$ cat config.mk
export PLATFORM = sky130hd
export DESIGN_NAME = lswc_div_cell
export DESIGN_NICKNAME = d
export VERILOG_FILES = /design/src/hw/rtl/lswc_div_cell.sv
export SDC_FILE = /design/constraint.sdc
export NUM_CORES = 1
export LEC_CHECK = 0
export BUFFER_PORTS_ARGS = -buffer_cell sky130_fd_sc_hd__buf_2
export CAP_MARGIN = 40
export CORE_AREA = 3 3 84 86
export DETAILED_ROUTE_END_ITERATION = 6
export DIE_AREA = 0 0 87 89
export HOLD_SLACK_MARGIN = 0.12
export PLACE_DENSITY = 0.8
export SKIP_CTS_REPAIR_TIMING = 1
export SYNTH_ARGS = -nofsm -noshare
export SYNTH_HDL_FRONTEND = slang
export SYNTH_SLANG_ARGS = --single-unit
$ cat constraint.sdc
create_clock -name clk -period 2.5 [get_ports clk]
set_input_delay 0.125 -clock clk [delete_from_list [all_inputs] [get_ports clk]]
set_output_delay 0.125 -clock clk [all_outputs]
set_load 0.005 [all_outputs]
$ cat src/hw/rtl/lswc_div_cell.sv
// one restoring division step: one quotient bit per cell
// no dependencies
module lswc_div_cell #(
	parameter int unsigned W = 16
) (
	input  logic         clk,
	input  logic         adv,
	input  logic [W-1:0] rem_i,
	input  logic [W-1:0] low_i,
	input  logic [W-1:0] quo_i,
	input  logic [W-1:0] den_i,
	output logic [W-1:0] rem_o,
	output logic [W-1:0] low_o,
	output logic [W-1:0] quo_o,
	output logic [W-1:0] den_o
);

	logic [W:0] trial, diff;
	logic       ge;

	logic [W-1:0] rem_s1, low_s1, quo_s1, den_s1;

	assign trial = {rem_i, low_i[W-1]};
	assign diff  = trial - {1'b0, den_i};
	assign ge    = (trial >= {1'b0, den_i});

	always_ff @(posedge clk) begin
		if (adv) begin
			rem_s1 <= ge ? diff[W-1:0] : trial[W-1:0];
			low_s1 <= {low_i[W-2:0], 1'b0};
			quo_s1 <= {quo_i[W-2:0], ge};
			den_s1 <= den_i;
		end
	end

	assign rem_o = rem_s1;
	assign low_o = low_s1;
	assign quo_o = quo_s1;
	assign den_o = den_s1;

endmodule

==> results.txt <==
Status = complete, no violations
H-tree lvl count = 3
Initial antenna violation count = 0
Post-synthesis sequential area ratio = 62.1%
Pins Over Slew Limit = 0
Pwr/cell area = 621 nW/µm²
Clk slew on worst S/H paths = 0.07 ns
Detailed-route via count = 2564
Number of synthesized flops with an enable pin = 63
VDD IR max = 0.000431 V
Core area = 6350 µm²
Worst slew pin tran = 0.681 ns
Die area = 7740 µm²
Final min period = 2.39 ns
Leak Pwr = 2.09 nW
Syn_area_per_cell = 13.9 µm²
HP Class = input pin to flop
Port bufs = 127
CP arrival = 2.48 ns
Layout area overhead = 52.0%
Die W = 87 µm
I/O pins = 130
Critical Path End Type = flop
Final hold vios = 0
Distinct cell type count after synthesis = 40
DR vias/cell = 5.10
FMAX = 419 MHz
Mapped Area = 3050 µm²
Setup TNS = 0 ns
Design area = 4630 µm²
Cells after synthesis = 220
Antenna diodes = 0
Vias in the first global route = 2148
Drc violations = 0
Final setup vio count = 0
First-pass GRT wire length = 10500 µm
Drt pass-1 iters = 4
Worst Path Required = 2.59 ns
Final nets = 505
Slew headroom = 54.6%
Synth Register Bits = 63
Final wirelength = 8500 µm
Setup crit start kind = input pin
Max cap viols = 0
Synth top area cells = edfxtp_1 62%, ha_1 6.6%, mux2_4 3.0%, inv_1 2.7%, mux2_2 2.6%
Dpl hpwl = 5260 µm
Clock sink count = 63
Total CTS buffers = 9
Worst hold stages = 3
Initial Util = 48.0%
Post-synth ARST share = 0%
Row count = 29
GP Congestion = 0.835
Fraction of layout cells with a size suffix above 1 = 39.4%
Congestion Overflow GR = 0
Clk Tree Root Cell = clkbuf_8
Antenna Nets Post-Route = 0
DR iter-0 viols = 116
Top cell type by total area after synthesis = edfxtp_1
Die Ht = 89 µm
Crit Path Class = input pin to flop
Worst Path Max Fanout = 7
CTS tree = built
Placed Instance Area = 3840 µm²
Crit share post-route = 95.4%
Ys flop type = edfxtp_1
DR WL/cell = 16.9 µm
Largest net degree at the start of global routing = 39
Max clock buf depth = 2
Fraction of post-synthesis cell area in the top cell type by area = 62.1%
Yosys warnings = 0
RSZ-0062 raised after global routing = false
Synth Net Count = 303
Total track usage = 18.2%
-- cells by family after synthesis --
kind of cell / synth area share, %
buffers and inverters: 3.98
AOI/OAI and AO/OA: 12.4
and+or+nand+nor: 5.42
muxes: 6.20
DFF: 62.1
adders and majority gates: 7.22
xor gates and xnor gates: 2.59
other: 0.123
-- Yosys cell counts (all sizes together), types with 2 or more instances --
master  count
o31a        2
a21boi      2
nand2       8
inv        22
mux2       13
mux2i       2
ha         16
o21ai      13
edfxtp     63
a21o        7
nand3       3
buf         4
xor2        3
nor2       12
a211oi      5
nand4       3
a21oi      14
xnor2       6
nor2b       3
o21a        3
o211ai      2
-- where the power goes --
| group | internal, mW | switching [mW] | leakage (nW) |
|---|---|---|---|
| clock network | 0.550 | 0.394 | 0.104 |
| logic | 0.331 | 0.284 | 1.37 |
| registers | 1.29 | 0.0289 | 0.617 |
| total | 2.17 | 0.706 | 2.09 |
-- critical path, cell delays in order --
cell           delay, ns
dlygate4sd3_1       0.52
buf_2               0.13
inv_1               0.04
ha_1                0.38
a21o_1              0.22
a211o_1             0.33
a31oi_4             0.19
buf_4               0.20
mux2_2              0.33
-- state kept, by name, indices dropped and copies added (netlist names) --
register  flops
den_o        16
low_o        15
quo_o        16
rem_o        16
-- metrics by stage --
stage               power [mW]  hold WS [ns]  std cells  setup WS (ns)  utilization [%]
global route              3.01         0.144        503         0.0495             73.0
global placement          1.85         0.301        429         0.0791             60.5
detailed placement        1.86         0.303        429         0.0425             60.5
floorplan                 1.62         0.224        220          0.226                -
finish                    2.88         0.146        503          0.115             73.0
CTS                       2.79       -0.0487        444          0.401             63.7
-- layout make-up --
class	count	area, µm²
Clock buffer	10	128
Clock inverter	5	73.8
Fill cell	432	1720
Inverter	22	82.6
Multi-Input combinational cell	130	1030
Sequential cell	63	1890
Tap cell	77	96.3
Timing Repair Buffer	196	1330
-- layout by cell type (no fill, tap or decap), drive strengths merged, types with 2 or more instances in the layout --
master | synthesis | final
a211oi | 5 | 5
a21boi | 2 | 2
a21o | 7 | 7
a21oi | 14 | 14
buf | 4 | 137
bufinv | 0 | 2
clkbuf | 1 | 10
clkinv | 0 | 3
dlygate4sd3 | 0 | 59
edfxtp | 63 | 63
ha | 16 | 16
inv | 22 | 22
mux2 | 13 | 13
mux2i | 2 | 2
nand2 | 8 | 8
nand3 | 3 | 3
nand4 | 3 | 3
nor2 | 12 | 12
nor2b | 3 | 3
o211ai | 2 | 2
o21a | 3 | 3
o21ai | 13 | 13
o31a | 2 | 2
xnor2 | 6 | 6
xor2 | 3 | 3
-- per-layer routing --
layer | track usage (%) | vias to the layer above | part of all wire, %
li1 | - | 1227 | -
met1 | 22.4 | 1203 | 41
met2 | 29.1 | 120 | 48
met3 | 7.28 | 14 | 8.4
met4 | 6.66 | 0 | 1.7
met5 | 0 | - | 0
-- path summary, 6_finish.rpt --
kind                      start                   to  slack [ns]
worst max-delay path  den_i[14]  rem_o[15]$_DFFE_PP_        0.11
worst min-delay path  low_i[15]   rem_o[0]$_DFFE_PP_        0.15
(Power assumes the default switching activity.)
