$ cat src/hw/rtl/lswc_pkg.sv
// shared types and constants for the line segment window clipper
// no dependencies
package lswc_pkg;

	localparam int unsigned CFG_INDEX_WIDTH = 3;
	localparam int unsigned NUM_BOUNDS      = 4;

	typedef enum logic [CFG_INDEX_WIDTH-1:0] {
		REG_LEFT   = 3'd0,
		REG_RIGHT  = 3'd1,
		REG_BOTTOM = 3'd2,
		REG_TOP    = 3'd3
	} reg_index_t;

	typedef struct packed {
		logic valid;
		logic reject;
	} ctrl_t;

endpackage

$ cat src/hw/rtl/lswc_bound_cell.sv
// one boundary test cell: cross-multiply in the first stage, update entry or exit in the second
// depends on lswc_pkg
module lswc_bound_cell #(
	parameter int unsigned W  = 16,
	parameter int unsigned CW = 8
) (
	input  logic                 clk,
	input  logic                 arst_n,
	input  logic                 adv,
	input  lswc_pkg::ctrl_t      ctrl_i,
	input  logic [CW-1:0]        carry_i,
	input  logic signed [W:0]    p_i,
	input  logic signed [W:0]    q_i,
	input  logic signed [W:0]    en_n_i,
	input  logic [W-1:0]         en_d_i,
	input  logic signed [W:0]    ex_n_i,
	input  logic [W-1:0]         ex_d_i,
	output lswc_pkg::ctrl_t      ctrl_o,
	output logic [CW-1:0]        carry_o,
	output logic signed [W:0]    en_n_o,
	output logic [W-1:0]         en_d_o,
	output logic signed [W:0]    ex_n_o,
	output logic [W-1:0]         ex_d_o
);

	logic              pz, pn;
	logic signed [W:0] n_d, p_neg;
	logic [W-1:0]      d_d, td;
	logic signed [W:0] tn;
	logic signed [2*W+1:0] prod_a_d, prod_b_d;

	lswc_pkg::ctrl_t        ctrl_s1;
	logic [CW-1:0]          carry_s1;
	logic                   pz_s1, pn_s1, qneg_s1;
	logic signed [W:0]      n_s1;
	logic [W-1:0]           d_s1;
	logic signed [2*W+1:0]  prod_a_s1, prod_b_s1;
	logic signed [W:0]      en_n_s1, ex_n_s1;
	logic [W-1:0]           en_d_s1, ex_d_s1;

	lswc_pkg::ctrl_t   ctrl_s2;
	logic [CW-1:0]     carry_s2;
	logic signed [W:0] en_n_s2, ex_n_s2;
	logic [W-1:0]      en_d_s2, ex_d_s2;

	assign pz    = (p_i == '0);
	assign pn    = p_i[W];
	assign p_neg = -p_i;
	assign n_d   = pn ? -q_i : q_i;
	assign d_d   = pn ? p_neg[W-1:0] : p_i[W-1:0];
	assign td    = pn ? en_d_i : ex_d_i;
	assign tn    = pn ? en_n_i : ex_n_i;
	assign prod_a_d = n_d * $signed({1'b0, td});
	assign prod_b_d = tn * $signed({1'b0, d_d});

	always_ff @(posedge clk or negedge arst_n) begin
		if (!arst_n) begin
			ctrl_s1 <= '0;
		end else if (adv) begin
			ctrl_s1 <= ctrl_i;
		end
	end

	always_ff @(posedge clk) begin
		if (adv) begin
			carry_s1  <= carry_i;
			pz_s1     <= pz;
			pn_s1     <= pn;
			qneg_s1   <= q_i[W];
			n_s1      <= n_d;
			d_s1      <= d_d;
			prod_a_s1 <= prod_a_d;
			prod_b_s1 <= prod_b_d;
			en_n_s1   <= en_n_i;
			en_d_s1   <= en_d_i;
			ex_n_s1   <= ex_n_i;
			ex_d_s1   <= ex_d_i;
		end
	end

	always_ff @(posedge clk or negedge arst_n) begin
		if (!arst_n) begin
			ctrl_s2 <= '0;
		end else if (adv) begin
			ctrl_s2.valid  <= ctrl_s1.valid;
			ctrl_s2.reject <= ctrl_s1.reject | (pz_s1 & qneg_s1);
		end
	end

	always_ff @(posedge clk) begin
		if (adv) begin
			carry_s2 <= carry_s1;
			en_n_s2  <= en_n_s1;
			en_d_s2  <= en_d_s1;
			ex_n_s2  <= ex_n_s1;
			ex_d_s2  <= ex_d_s1;
			if (!pz_s1 && pn_s1 && (prod_a_s1 > prod_b_s1)) begin
				en_n_s2 <= n_s1;
				en_d_s2 <= d_s1;
			end
			if (!pz_s1 && !pn_s1 && (prod_a_s1 < prod_b_s1)) begin
				ex_n_s2 <= n_s1;
				ex_d_s2 <= d_s1;
			end
		end
	end

	assign ctrl_o  = ctrl_s2;
	assign carry_o = carry_s2;
	assign en_n_o  = en_n_s2;
	assign en_d_o  = en_d_s2;
	assign ex_n_o  = ex_n_s2;
	assign ex_d_o  = ex_d_s2;

endmodule

$ cat config.mk
export PLATFORM = sky130hd
export DESIGN_NAME = lswc_bound_cell
export DESIGN_NICKNAME = d
export VERILOG_FILES = /design/src/hw/rtl/lswc_pkg.sv /design/src/hw/rtl/lswc_bound_cell.sv
export SDC_FILE = /design/constraint.sdc
export NUM_CORES = 2
export LEC_CHECK = 0
export ABC_CLOCK_PERIOD_IN_PS = 9110
export BUFFER_PORTS_ARGS = -buffer_cell sky130_fd_sc_hd__buf_2
export CAP_MARGIN = 10
export CORE_AREA = 2 2 294 296
export DETAILED_ROUTE_END_ITERATION = 8
export DIE_AREA = 0 0 296 298
export PLACE_DENSITY = 0.49
export REMOVE_ABC_BUFFERS = 1
export SYNTH_ARGS = -nofsm -noshare
export SYNTH_HDL_FRONTEND = slang
export SYNTH_SLANG_ARGS = --single-unit
$ cat constraint.sdc
create_clock -name clk -period 9.11 [get_ports clk]
set_clock_uncertainty 0.15 [all_clocks]
set_input_delay 0.911 -clock clk [delete_from_list [all_inputs] [get_ports clk]]
set_output_delay 0.911 -clock clk [all_outputs]
set_load 0.05 [all_outputs]
==> impl_summary.log <==
[metrics] vertical die dimension: 298 µm
[metrics] clock input transition at the sequential cells of the worst setup and hold paths: 50 ps
[metrics] critical path arrival: 8640 ps
[metrics] # diodes: 0
[metrics] die area: 88200 µm²
[metrics] drt pass-1 iters: 5
[metrics] Post-Route WL: 83.1 mm
[metrics] largest cells by area after synthesis: fa_1, edfxtp_1, inv_1
[metrics] clock tree from TritonCTS: yes
[metrics] row count: 107
[metrics] Seq. cell area: 7670 µm²
[metrics] unrepaired setup endpoints after global routing: no
[metrics] effective utilization at floorplan: 36.7%
[metrics] period utilization: 93.3%
[metrics] crit path max-delay cell type: fa_1
[metrics] total of flip-flops plus latches after synthesis: 256
[metrics] total number of nets in the final design: 4126
[metrics] first-pass GRT wire length: 132 mm
[metrics] required time of the critical path: 9240 ps
[metrics] share of Yosys cell area claimed by the top area cell type: 35.9%
[metrics] total vias in the final route: 21300
[metrics] highest net fanout along the worst path: 6
[metrics] leading cell types in the layout, fill and taps excluded: inv_1, fa_1, nand2_1, edfxtp_1, nor2_1
[metrics] Clock Latency Late Sink: 560 ps
[metrics] CTS sink count: 256
[metrics] Setup Buffers After CTS: 0
[metrics] crit start category: input port
[metrics] result of the run: completed
[metrics] maximum buffer depth of the clock tree: 3
[metrics] via count of the first global-routing pass: 23200
[metrics] share of final-layout standard cells stronger than drive strength 1: 14.1%
[metrics] Via-to-Cell Ratio: 4.83
[metrics] pin count of the biggest net entering global routing: 110
[metrics] setup TNS: 0 ps
[metrics] CTS Root Cell: clkbuf_16
[metrics] final number of setup-violating endpoints: 0
[metrics] post-detailed-placement cell area: 34000 µm²
[metrics] worst setup path class: in -> reg
[metrics] Port Buf Inserts: 188
[metrics] transition time of the tightest slew-check pin: 989 ps
[metrics] most repeated library cell on the critical path: fa_1
[metrics] CP endpoint kind: register
[metrics] Netlist cell types: 69
[metrics] reported max-cap violation count: 0
[metrics] routed len/inst: 18.8 µm
[metrics] worst slew margin relative to its limit: 34.1%
[metrics] final instance area: 35200 µm²
[metrics] number of design rule violations left after detail routing: 0
[metrics] number of clock buffers inserted by TritonCTS: 36
[metrics] overall routing resource usage: 19.6%
[metrics] proportion of synthesized chip area in sequential cells: 24.6%
[metrics] CTS H-tree lvls: 2
[metrics] core area: 84900 µm²
[metrics] syn_area_per_cell: 10.4 µm²
[metrics] area of the mapped netlist: 31100 µm²
[metrics] area of combinational cells with multiple inputs: 20300 µm²
[metrics] count of filler cells inserted in the layout: 8455
[metrics] gate count of the mapped netlist: 2990
[metrics] Final Critical Period: 8500 ps
[metrics] global placement routability congestion: 0.890
[metrics] Largest stage delay, worst path: 530 ps
[metrics] Top FF cell, synth: edfxtp_1
[metrics] HPWL after detailed placement: 70.3 mm
[metrics] cts repair resizes: 0
[metrics] total gr overflow: 0
[metrics] count of warnings emitted by yosys: 0
[metrics] post-synth top area cell: fa_1
[metrics] Slew Limit Fails: 0
[metrics] async set-or-reset flop fraction in the synthesized netlist: 1.56%
[metrics] worst setup timing slack at the placement stage: 144 ps
[metrics] worst-case setup margin in the final layout: 609 ps
[metrics] area overhead of the layout relative to synthesis: 13.0%
[metrics] number of primary I/O pins: 189
[metrics] Antenna Violating Nets Remaining: 0
[metrics] Final Hold Fails: 0
[metrics] highest clock frequency the design can meet: 118 MHz
[metrics] class of the tightest hold or removal check: reg -> reg
[metrics] antenna violations before repair: 1
[metrics] most common library cell in the layout ignoring fill and taps: inv_1
[metrics] number of DRC markers after the initial detailed-route iteration: 1180
[metrics] quantity of hold-fixing buffers added after cts: 1
[metrics] overall die width: 296 µm
[metrics] number of enable-type register cells in the synthesized netlist: 252
layout make-up:
cell class	instances	share of cell area, %
multi-input combinational	1890	57.7
sequential	256	21.8
inverter	771	8.22
timing repair buffer	290	4.93
tap	1144	4.07
clock buffer	44	2.70
clock inverter	22	0.583
synthesized netlist by cell type (11+ instances only):
library cell,instances
nand3_1,12
fa_1,558
edfxtp_1,252
xnor2_1,60
mux2_2,99
mux2i_1,28
o21a_1,13
o21ai_0,40
o31ai_1,11
clkbuf_1,57
and2_1,19
nor2_1,249
a21oi_1,55
nand2_1,339
inv_1,765
xor2_1,37
ha_1,210
a21o_1,25
nand2b_1,15
nand4_1,13
per-stage QoR:
| step | instances | util (%) | hold WS [ps] |
|---|---|---|---|
| floorplan | 2917 | - | 250 |
| global placement | 4350 | 40.1 | 266 |
| detailed placement | 4350 | 40.1 | 260 |
| CTS | 4417 | 41.5 | 283 |
| global route | 4417 | 41.5 | 286 |
| finish | 4417 | 41.5 | 277 |
sequential cells by signal, summed over array words and instances (netlist names):
name	flops
en_d_s1	16
qneg_s1	1
en_n_s1	17
pn_s1	1
ex_d_s1	16
carry_s1	8
d_s1	16
en_d_o	16
en_n_o	17
carry_o	8
ex_n_o	17
ctrl_s1	2
pz_s1	1
ctrl_o	2
ex_n_s1	17
ex_d_o	16
prod_b_s1	34
prod_a_s1	34
n_s1	17
layer usage:
metal / GRT usage, % / share of wire (%)
met5: 0 / 0.017
met4: 4.32 / 2.0
met3: 2.81 / 4.8
met2: 34.1 / 51
met1: 25.8 / 43
cells by family (layout without fill, tap and decap cells):
group	after synthesis	count (layout)	share of synthesized area (%)
AOI/OAI and AO/OA	199	199	4.25
DFF	256	256	24.6
buffers and inverters	844	1127	10.2
adders and majority gates	768	768	44.3
xor gates and xnor gates	98	98	2.78
muxes	127	127	4.48
and+or+nand+nor	698	698	9.33
final timing paths:
kind | startpoint | depth (start not counted) | endpoint | slack, ps
max | q_i[4] | 28 | prod_a_s1[33] | 610
min | carry_s1[0] | 0 | carry_o[0] | 280
max reg2reg | prod_a_s1[1] | 11 | ex_n_o[9] | 5040
min reg2reg | carry_s1[0] | 0 | carry_o[0] | 280
max in group asynchronous | arst_n | 2 | ctrl_o[0] | 8150
min in group asynchronous | arst_n | 2 | ctrl_s1[1] | 530
critical path: cells and delay by family:
| kind | cells | cell delay [ps] |
|---|---|---|
| compound gates | 9 | 2270 |
| xor+xnor | 2 | 460 |
| fa+ha+maj | 7 | 3340 |
| buf+inv | 6 | 690 |
| simple gates | 4 | 980 |
Power is not shown: default switching activity piles up to over one toggle a cycle in this logic, so the estimate is an artifact.
